### config.mk
export PLATFORM = sky130hd
export DESIGN_NAME = c2d_front
export DESIGN_NICKNAME = d
export VERILOG_FILES = /design/src/sv/c2d_pkg.sv /design/src/sv/c2d_front.sv
export SDC_FILE = /design/constraint.sdc
export NUM_CORES = 2
export LEC_CHECK = 0
export BUFFER_PORTS_ARGS = -buffer_cell sky130_fd_sc_hd__clkbuf_2
export CAP_MARGIN = 40
export CORE_AREA = 2 2 378 380
export DETAILED_ROUTE_END_ITERATION = 8
export DIE_AREA = 0 0 380 382
export GPL_ROUTABILITY_DRIVEN = 0
export PLACE_DENSITY = 0.84
export SLEW_MARGIN = 30
export SYNTH_ARGS = -nofsm -noshare
export SYNTH_HDL_FRONTEND = slang
export SYNTH_SLANG_ARGS = --single-unit
### constraint.sdc
create_clock -name aclk -period 48 [get_ports aclk]
set_clock_uncertainty 0.2 [all_clocks]
set_input_delay 7.2 -clock aclk [delete_from_list [all_inputs] [get_ports aclk]]
set_output_delay 7.2 -clock aclk [all_outputs]
set_load 0.02 [all_outputs]
### src/sv/c2d_pkg.sv
// ---------------------------------------------------------------------------
// c2d_pkg: shared types and codes
// Item modes and the value, sum and position widths shared by front and back.
// ---------------------------------------------------------------------------
`timescale 1ns / 1ps
`default_nettype none
package c2d_pkg;
    localparam logic [1:0] MODE_PIXEL    = 2'd0;
    localparam logic [1:0] MODE_WEIGHT   = 2'd1;
    localparam logic [1:0] MODE_BIAS     = 2'd2;
    localparam logic [1:0] MODE_RESERVED = 2'd3;
    localparam int VALUE_W = 16;
    localparam int SUM_W   = 21;
    localparam int POS_W   = 5;
endpackage
`default_nettype wire

### src/sv/c2d_front.sv
// ---------------------------------------------------------------------------
// c2d_front: line buffer, window and position tracking
// Accepts items, writes stores, shifts the window and queues window jobs.
// ---------------------------------------------------------------------------
`timescale 1ns / 1ps
`default_nettype none
module c2d_front #(
    parameter int K  = 5,
    parameter int NF = 20,
    parameter int IMG = 28,
    parameter int WA = 9,
    parameter int PW = 8
) (
    input  wire logic                     aclk,
    input  wire logic                     aresetn,
    input  wire logic                     in_valid,
    output logic                          in_ready,
    input  wire logic [1:0]               in_mode,
    input  wire logic [WA-1:0]            in_index,
    input  wire logic signed [15:0]       in_value,
    output logic                          w_we,
    output logic [WA-1:0]                 w_addr,
    output logic signed [15:0]            w_data,
    output logic                          b_we,
    output logic [$clog2(NF+1)-1:0]       b_addr,
    output logic signed [15:0]            b_data,
    // job queue toward back end
    output logic                          job_valid,
    input  wire logic                     job_ready,
    output logic signed [15:0]            job_win [K*K],
    output logic [PW-1:0]                 job_row,
    output logic [PW-1:0]                 job_col
);
    localparam int LBR = K - 1;
    localparam int CW  = $clog2(IMG);

    logic signed [15:0] lb_mem [LBR][IMG];
    logic signed [15:0] win_reg [K*K];
    logic [CW-1:0] row_reg, col_reg;
    logic full_reg;
    logic signed [15:0] q_win_reg [K*K];
    logic [PW-1:0] q_row_reg, q_col_reg;
    logic acc_pix, win_ok;

    // one-entry job slot: accept pixel only when it is empty or draining;
    // loads wait for an empty slot and an idle back end so stores stay fixed under a job
    assign in_ready  = (in_mode == c2d_pkg::MODE_PIXEL) ? (!full_reg || job_ready)
                                                        : (!full_reg && job_ready);
    assign acc_pix   = in_valid && in_ready && in_mode == c2d_pkg::MODE_PIXEL;
    assign win_ok    = (32'(row_reg) >= K - 1) && (32'(col_reg) >= K - 1);
    assign job_valid = full_reg;
    assign job_win   = q_win_reg;
    assign job_row   = q_row_reg;
    assign job_col   = q_col_reg;

    assign w_we   = in_valid && in_ready && in_mode == c2d_pkg::MODE_WEIGHT
                    && 32'(in_index) < NF * K * K;
    assign w_addr = in_index;
    assign w_data = in_value;
    assign b_we   = in_valid && in_ready && in_mode == c2d_pkg::MODE_BIAS
                    && 32'(in_index) < NF;
    assign b_addr = in_index[$clog2(NF+1)-1:0];
    assign b_data = in_value;

    always_ff @(posedge aclk) begin
        if (acc_pix) begin
            for (int k = 0; k < LBR; k++) begin
                lb_mem[k][col_reg] <= (k == LBR - 1) ? in_value : lb_mem[k+1][col_reg];
            end
            for (int i = 0; i < K; i++) begin
                for (int j = 0; j < K - 1; j++) win_reg[i*K+j] <= win_reg[i*K+j+1];
                win_reg[i*K+K-1] <= (i == K - 1) ? in_value : lb_mem[i][col_reg];
            end
        end
        if (acc_pix && win_ok) begin
            for (int i = 0; i < K; i++) begin
                for (int j = 0; j < K - 1; j++) q_win_reg[i*K+j] <= win_reg[i*K+j+1];
                q_win_reg[i*K+K-1] <= (i == K - 1) ? in_value : lb_mem[i][col_reg];
            end
            q_row_reg <= PW'(32'(row_reg) - (K - 1));
            q_col_reg <= PW'(32'(col_reg) - (K - 1));
        end
    end

    always_ff @(posedge aclk) begin
        if (!aresetn) begin
            row_reg  <= '0;
            col_reg  <= '0;
            full_reg <= 1'b0;
        end else begin
            if (acc_pix && win_ok) full_reg <= 1'b1;
            else if (job_ready)    full_reg <= 1'b0;
            if (acc_pix) begin
                if (32'(col_reg) == IMG - 1) begin
                    col_reg <= '0;
                    row_reg <= (32'(row_reg) == IMG - 1) ? '0 : row_reg + 1'b1;
                end else begin
                    col_reg <= col_reg + 1'b1;
                end
            end
        end
    end
endmodule
`default_nettype wire

======== Word-level counts from Yosys, hierarchy flattened ========
Memories as Yosys holds them, arrays and structs flattened.
Cells that the tools add are included.
operators by class
  add/subtract/negate cells ............... 4
  order comparisons ....................... 6
  equal/unequal tests ..................... 4
  mux-type cells .......................... 22
  bitwise operators ....................... 1
  reductions and logical operators ........ 15
operators with widths
  kind                                                        number
  two-way mux 448 bit                                         1
  binary-select mux 16 bit (select 5 bit)                     4
  two-way mux 16 bit                                          9
  demux 16 bit (select 5 bit)                                 1
  subtractor 5 x 3 -> 6 bit, second input constant            2
  adder 5 x 1 -> 5 bit, second input constant                 2
  == test 5 bit, second input constant                        2
  >= comparator 5 x 3 -> 1 bit, second input constant         2
  logical AND 1 bit                                           10
  two-way mux 5 bit                                           2
  less-than comparator 9 x 5 -> 1 bit, second input constant  1
  less-than comparator 9 bit, second input constant           1
  >= comparator 6 bit, second input constant                  1
  less-than comparator 6 x 1 -> 1 bit, second input constant  1
  NOT 5 -> 6 bit                                              1
  two-way mux 1 bit                                           5
  == test 2 x 1 -> 1 bit, second input constant               1
  == test 2 bit, second input constant                        1
  zero test 2 bit                                             1
  AND reduction 2 bit                                         1
  nonzero test 2 bit                                          1
  zero test 1 bit                                             1
  logical OR 1 bit                                            1
word-level totals
  register bits ........................... 427
  memory bits (writable) .................. 2192
  bits of input ports ..................... 31
  output and inout port bits .............. 466
  word-level logic and storage cells ...... 84
  memories ................................ 2
memory list
  name     words  bits a word  read ports  clocked after memory_dff  write ports  line             RTL
  lb_mem   4      448          4           0                         4            c2d_front.sv:37  logic signed [15:0] lb_mem [LBR][IMG];
  win_reg  25     16           20          0                         25           c2d_front.sv:38  logic signed [15:0] win_reg [K*K];

======== Depth between registers and ports, before layout ========
  depth in word-level cells ............... 7
  depth in mapped cells ................... 11
  mapped depth without buffers ............ 6

======== Worst setup path after synthesis ========
Ideal clock, no wire load.
  kind .................................... input port to flip-flop
  from .................................... input in_mode[1]
  to ...................................... register q_col_reg[0], in the netlist job_col[0], enable pin
  library setup time ...................... 0.832 ns
  arrival ................................. 25.158 ns
  required time ........................... 46.968 ns
  path slack .............................. 21.810 ns
  stages on the path ...................... 4
  buffers on the path ..................... 1
  cell sequence ........................... nor2_1 > and3_1 > clkbuf_1 > and3_1
between the ends
  word-level cells in the longest chain between the ends .. 5
RTL lines
  element                 line                              RTL
  start: declaration      c2d_front.sv:18                   input wire logic [1:0] in_mode,
  zero test 2 bit (*)     c2d_front.sv:47, c2d_front.sv:49
  two-way mux 1 bit       c2d_front.sv:47                   assign in_ready = (in_mode == c2d_pkg::MODE_PIXEL) ? (!full_reg || job_ready)
  logical AND 1 bit       c2d_front.sv:49                   assign acc_pix = in_valid && in_ready && in_mode == c2d_pkg::MODE_PIXEL;
  logical AND 1 bit (*)   c2d_front.sv:49
  net acc_pix             c2d_front.sv:43                   logic acc_pix, win_ok;
  logical AND 1 bit (*)   c2d_front.sv:75                   if (acc_pix && win_ok) begin
  end signal: assignment  c2d_front.sv:81                   q_col_reg <= PW'(32'(col_reg) - (K - 1));
  end: declaration        c2d_front.sv:42                   logic [PW-1:0] q_row_reg, q_col_reg;
The timed path passes the listed nets; every way through them passes the cells marked *.
A chain may end at the register's enable or synchronous reset.

======== Worst setup path after layout ========
  from .................................... input in_mode[1]
  to ...................................... output w_we
between the ends
  word-level cells in the longest chain between the ends .. 5
  elaborated cells on any way between the ends .. 6
  those cells by class .................... eq/ne (1); mux (1); reduce/logical (4)
RTL lines
  element                line             RTL
  zero test 2 bit        c2d_front.sv:47
  two-way mux 1 bit      c2d_front.sv:47
  logical AND 1 bit      c2d_front.sv:56  assign w_we = in_valid && in_ready && in_mode == c2d_pkg::MODE_WEIGHT
  logical AND 1 bit (*)  c2d_front.sv:56
  logical AND 1 bit (*)  c2d_front.sv:57  && 32'(in_index) < NF * K * K;
  end: declaration       c2d_front.sv:21  output logic w_we,
Mark *: on every way between the ends. The rest lies on a longest branch, timed or not.

==> impl_metrics.sql <==
INSERT INTO impl_metrics (metric_group, metric, value, unit) VALUES
('clock_tree', 'post-cts-setup-buffer-count', '0', ''),
('logic_synthesis', 'synthFlopType', 'sky130_fd_sc_hd__edfxtp_1', ''),
('final_layout', 'syn_to_final_growth', '14.8', '%'),
('sta', 'totalNegativeSetupSlack', '0', 'ns'),
('routing', 'drt-wirelength-per-cell', '35.9', 'um'),
('logic_synthesis', 'post_synthesis_instance_total', '3952', ''),
('global_route', 'global_route.overflow_total', '0', ''),
('die', 'die_area', '145000', 'sq um'),
('clock_tree', 'cts_max_level', '4', ''),
('logic_synthesis', 'mapped_nets', '3999', ''),
('clock_tree', 'clock_tree.buffer_depth', '3', ''),
('clock_tree', 'clock-sinks', '2535', ''),
('critical_path', 'timing.critical_path.from_type', 'input pin', ''),
('clock_tree', 'count_of_instances_resized_after_the_clock_tree_is_built', '0', ''),
('power', 'net-switching-power', '0.906', 'mW'),
('critical_path', 'endpoint_kind', 'output port', ''),
('sta', 'final.hold.worst_slack', '0.218', 'ns'),
('critical_path', 'worst-endpoint-required', '40.60', 'ns'),
('logic_synthesis', 'synth_top_cells_by_area', 'sky130_fd_sc_hd__edfxtp_1, sky130_fd_sc_hd__mux4_2, sky130_fd_sc_hd__mux2i_1, sky130_fd_sc_hd__a22oi_1, sky130_fd_sc_hd__o22ai_1', ''),
('final_layout', 'final_instance_count_excl_fillers', '6717', ''),
('die', 'initial_core_util', '64.8', '%'),
('sta', 'timing_worst_slew_pin_value', '1.03', 'ns'),
('logic_synthesis', 'yosysWarnings', '0', ''),
('worst_hold_path', 'min_path_type', 'flip-flop to flip-flop', ''),
('routing', 'detail_route.drc_violations', '0', ''),
('logic_synthesis', 'post_synth.cell_area_avg', '23.1', 'sq um'),
('global_route', 'grt_pass1_wl', '333', 'mm'),
('clock_tree', 'cts_root_cell', 'sky130_fd_sc_hd__clkbuf_16', ''),
('clock_tree', 'insertion_delay', '0.89', 'ns'),
('power', 'static-leakage-power', '33.0', 'nW'),
('place', 'placed_cells_incl_taps', '6269', ''),
('clock_tree', 'clk_pin_slew_worst_paths', '0.06', 'ns'),
('power', 'worst_ir_drop_vdd', '0.0387', 'mV'),
('routing', 'final_antenna_net_count', '0', ''),
('power', 'power_density', '41.9', 'nW/um^2'),
('sta', 'setup-violations-final', '0', ''),
('sta', 'slew_headroom', '31.3', '%'),
('sta', 'rsz0062_at_grt', 'no', ''),
('global_route', 'maximum_number_of_pins_on_one_net_before_global_route_repair', '128', ''),
('sta', 'final-max-slew-violation-count', '0', ''),
('clock_tree', 'holdBufCountCts', '0', ''),
('power', 'power.switching_fraction', '20.6', '%'),
('clock_tree', 'tritoncts', 'done', ''),
('power', 'design_power_total', '4.39', 'mW'),
('final_layout', 'largest_reg_flops', '1792', ''),
('die', 'die-height', '382', 'um'),
('critical_path', 'setup.reg_to_reg.worst_slack', '42.32', 'ns'),
('run_status', 'run_status', 'finished clean', ''),
('clock_tree', 'cts_made_buffers', '228', ''),
('final_layout', 'commonest_cells_after_routing_fill_and_taps_aside', 'sky130_fd_sc_hd__edfxtp_1, sky130_fd_sc_hd__clkbuf_2, sky130_fd_sc_hd__mux2i_1', ''),
('critical_path', 'criticalPathCategory', 'input pin to output port', ''),
('critical_path', 'cp.arrival', '8.46', 'ns'),
('logic_synthesis', 'number_of_flops_mapped_to_enable_cells_by_yosys', '2524', ''),
('routing', 'drt_pre_antenna_iters', '8', ''),
('power', 'internal_pwr_total', '3.48', 'mW'),
('logic_synthesis', 'yosys.area.top_type_share', '83.1', '%'),
('global_route', 'antenna_found_initial', '7', ''),
('routing', 'via_per_inst', '7.04', ''),
('die', 'floorplan.core_area', '141000', 'sq um'),
('routing', 'finalWirelength', '241', 'mm'),
('global_route', 'first_global_vias', '47400', ''),
('power', 'clock_power_share', '41.8', '%'),
('sta', 'max_clock_freq', '63.0', 'MHz'),
('place', 'numPortBuffers', '490', ''),
('logic_synthesis', 'yosys.cell_types.count', '53', ''),
('final_layout', 'fin_nets', '4677', ''),
('job', 'cap_viol_max_count', '0', ''),
('logic_synthesis', 'ys_ff_latch', '2535', ''),
('sta', 'timing.final.hold_violations', '0', ''),
('place', 'dpl.hpwl', '113', 'mm'),
('final_layout', 'commonest_non_fill_non_tap_cell_in_the_layout', 'sky130_fd_sc_hd__edfxtp_1', '');
==> synth_stat cells, drive strengths merged (2+ instances only) <==
cell / instances
mux4: 299
nand2: 45
o21ai: 7
mux2: 5
a31oi: 2
xnor2: 3
a21oi: 18
mux2i: 323
a211oi: 48
edfxtp: 2524
ha: 16
o22ai: 100
nand4b: 4
nand4: 18
nor3: 11
nand2b: 2
and3: 4
nand4bb: 4
inv: 18
clkbuf: 36
dfxtp: 11
o311ai: 27
nand3: 32
o2111ai: 3
nor2: 48
a22oi: 118
o211ai: 20
nor2b: 2
buf: 186
and2: 3
a311oi: 3
==> per-stage QoR <==
step                worst slack, ns  cell area, sq um
finish                        32.14            105000
global route                  32.01            105000
CTS                           32.10            104000
detailed placement            32.11             96800
global placement              32.09             96100
floorplan                     21.81             91200
==> layer usage <==
layer  vias to the layer above  track usage [%]  routed length [um]  part of all wire (%)
li1                      17900                -                   -                     -
met1                     23500             41.4               75800                    31
met2                      4790             50.9              116000                    48
met3                      1101             8.55               33600                    14
met4                         8             16.8               15900                   6.6
met5                         -                0                  44                 0.018
==> power groups by stage <==
stage,clock network (mW),registers [mW],logic [mW]
final,1.84,2.45,0.106
after global routing,1.92,2.45,0.110
after CTS,1.83,2.45,0.102
after detailed placement,0,2.50,0.0987
after global placement,0,2.50,0.0924
after floorplan,0,2.50,0.0601
==> worst max-delay path, stage by stage <==
cell and delay, ns:
sky130_fd_sc_hd__clkbuf_2 0.11, sky130_fd_sc_hd__nor2_1 0.24, sky130_fd_sc_hd__maj3_1 0.25, sky130_fd_sc_hd__nand2_1 0.08, sky130_fd_sc_hd__nor4b_1 0.33, sky130_fd_sc_hd__clkbuf_2 0.24
==> cells by family (layout without fill, tap and decap cells) <==
family	Yosys count	after routing	share of synthesized area (%)
compound gates	348	348	2.70
fa+ha+maj	17	17	0.230
flops	2535	2535	83.3
buf+inv	240	1111	1.72
other cells	0	4	0
mux	627	627	11.0
xor+xnor	3	3	0.0288
simple gates	182	182	1.02
==> area by class of cell <==
cell class                      count  area (sq um)  share of cell area (%)
Antenna cell                        4          10.0                 0.00956
Clock buffer                      275          5950                    5.68
Clock inverter                    148          1410                    1.34
Inverter                           18          67.6                  0.0645
Multi-Input combinational cell   1177         14200                    13.6
Sequential cell                  2535         76000                    72.6
Tap cell                         1890          2360                    2.26
Timing Repair Buffer              670          4670                    4.46
==> final timing paths <==
| kind | depth (start not counted) | start | end |
|---|---|---|---|
| worst min register to register | 0 | win_reg[0][17]$_DFFE_PP_ | job_win[385]$_DFFE_PP_ |
| worst min-delay path | 0 | win_reg[0][17]$_DFFE_PP_ | job_win[385]$_DFFE_PP_ |
| worst max-delay path | 6 | in_mode[1] | w_we |
| worst max register to register | 11 | col_reg[1]$_SDFFE_PN0P_ | lb_mem[2][168]$_DFFE_PP_ |
Note: power is estimated with default switching activity, not from simulation.
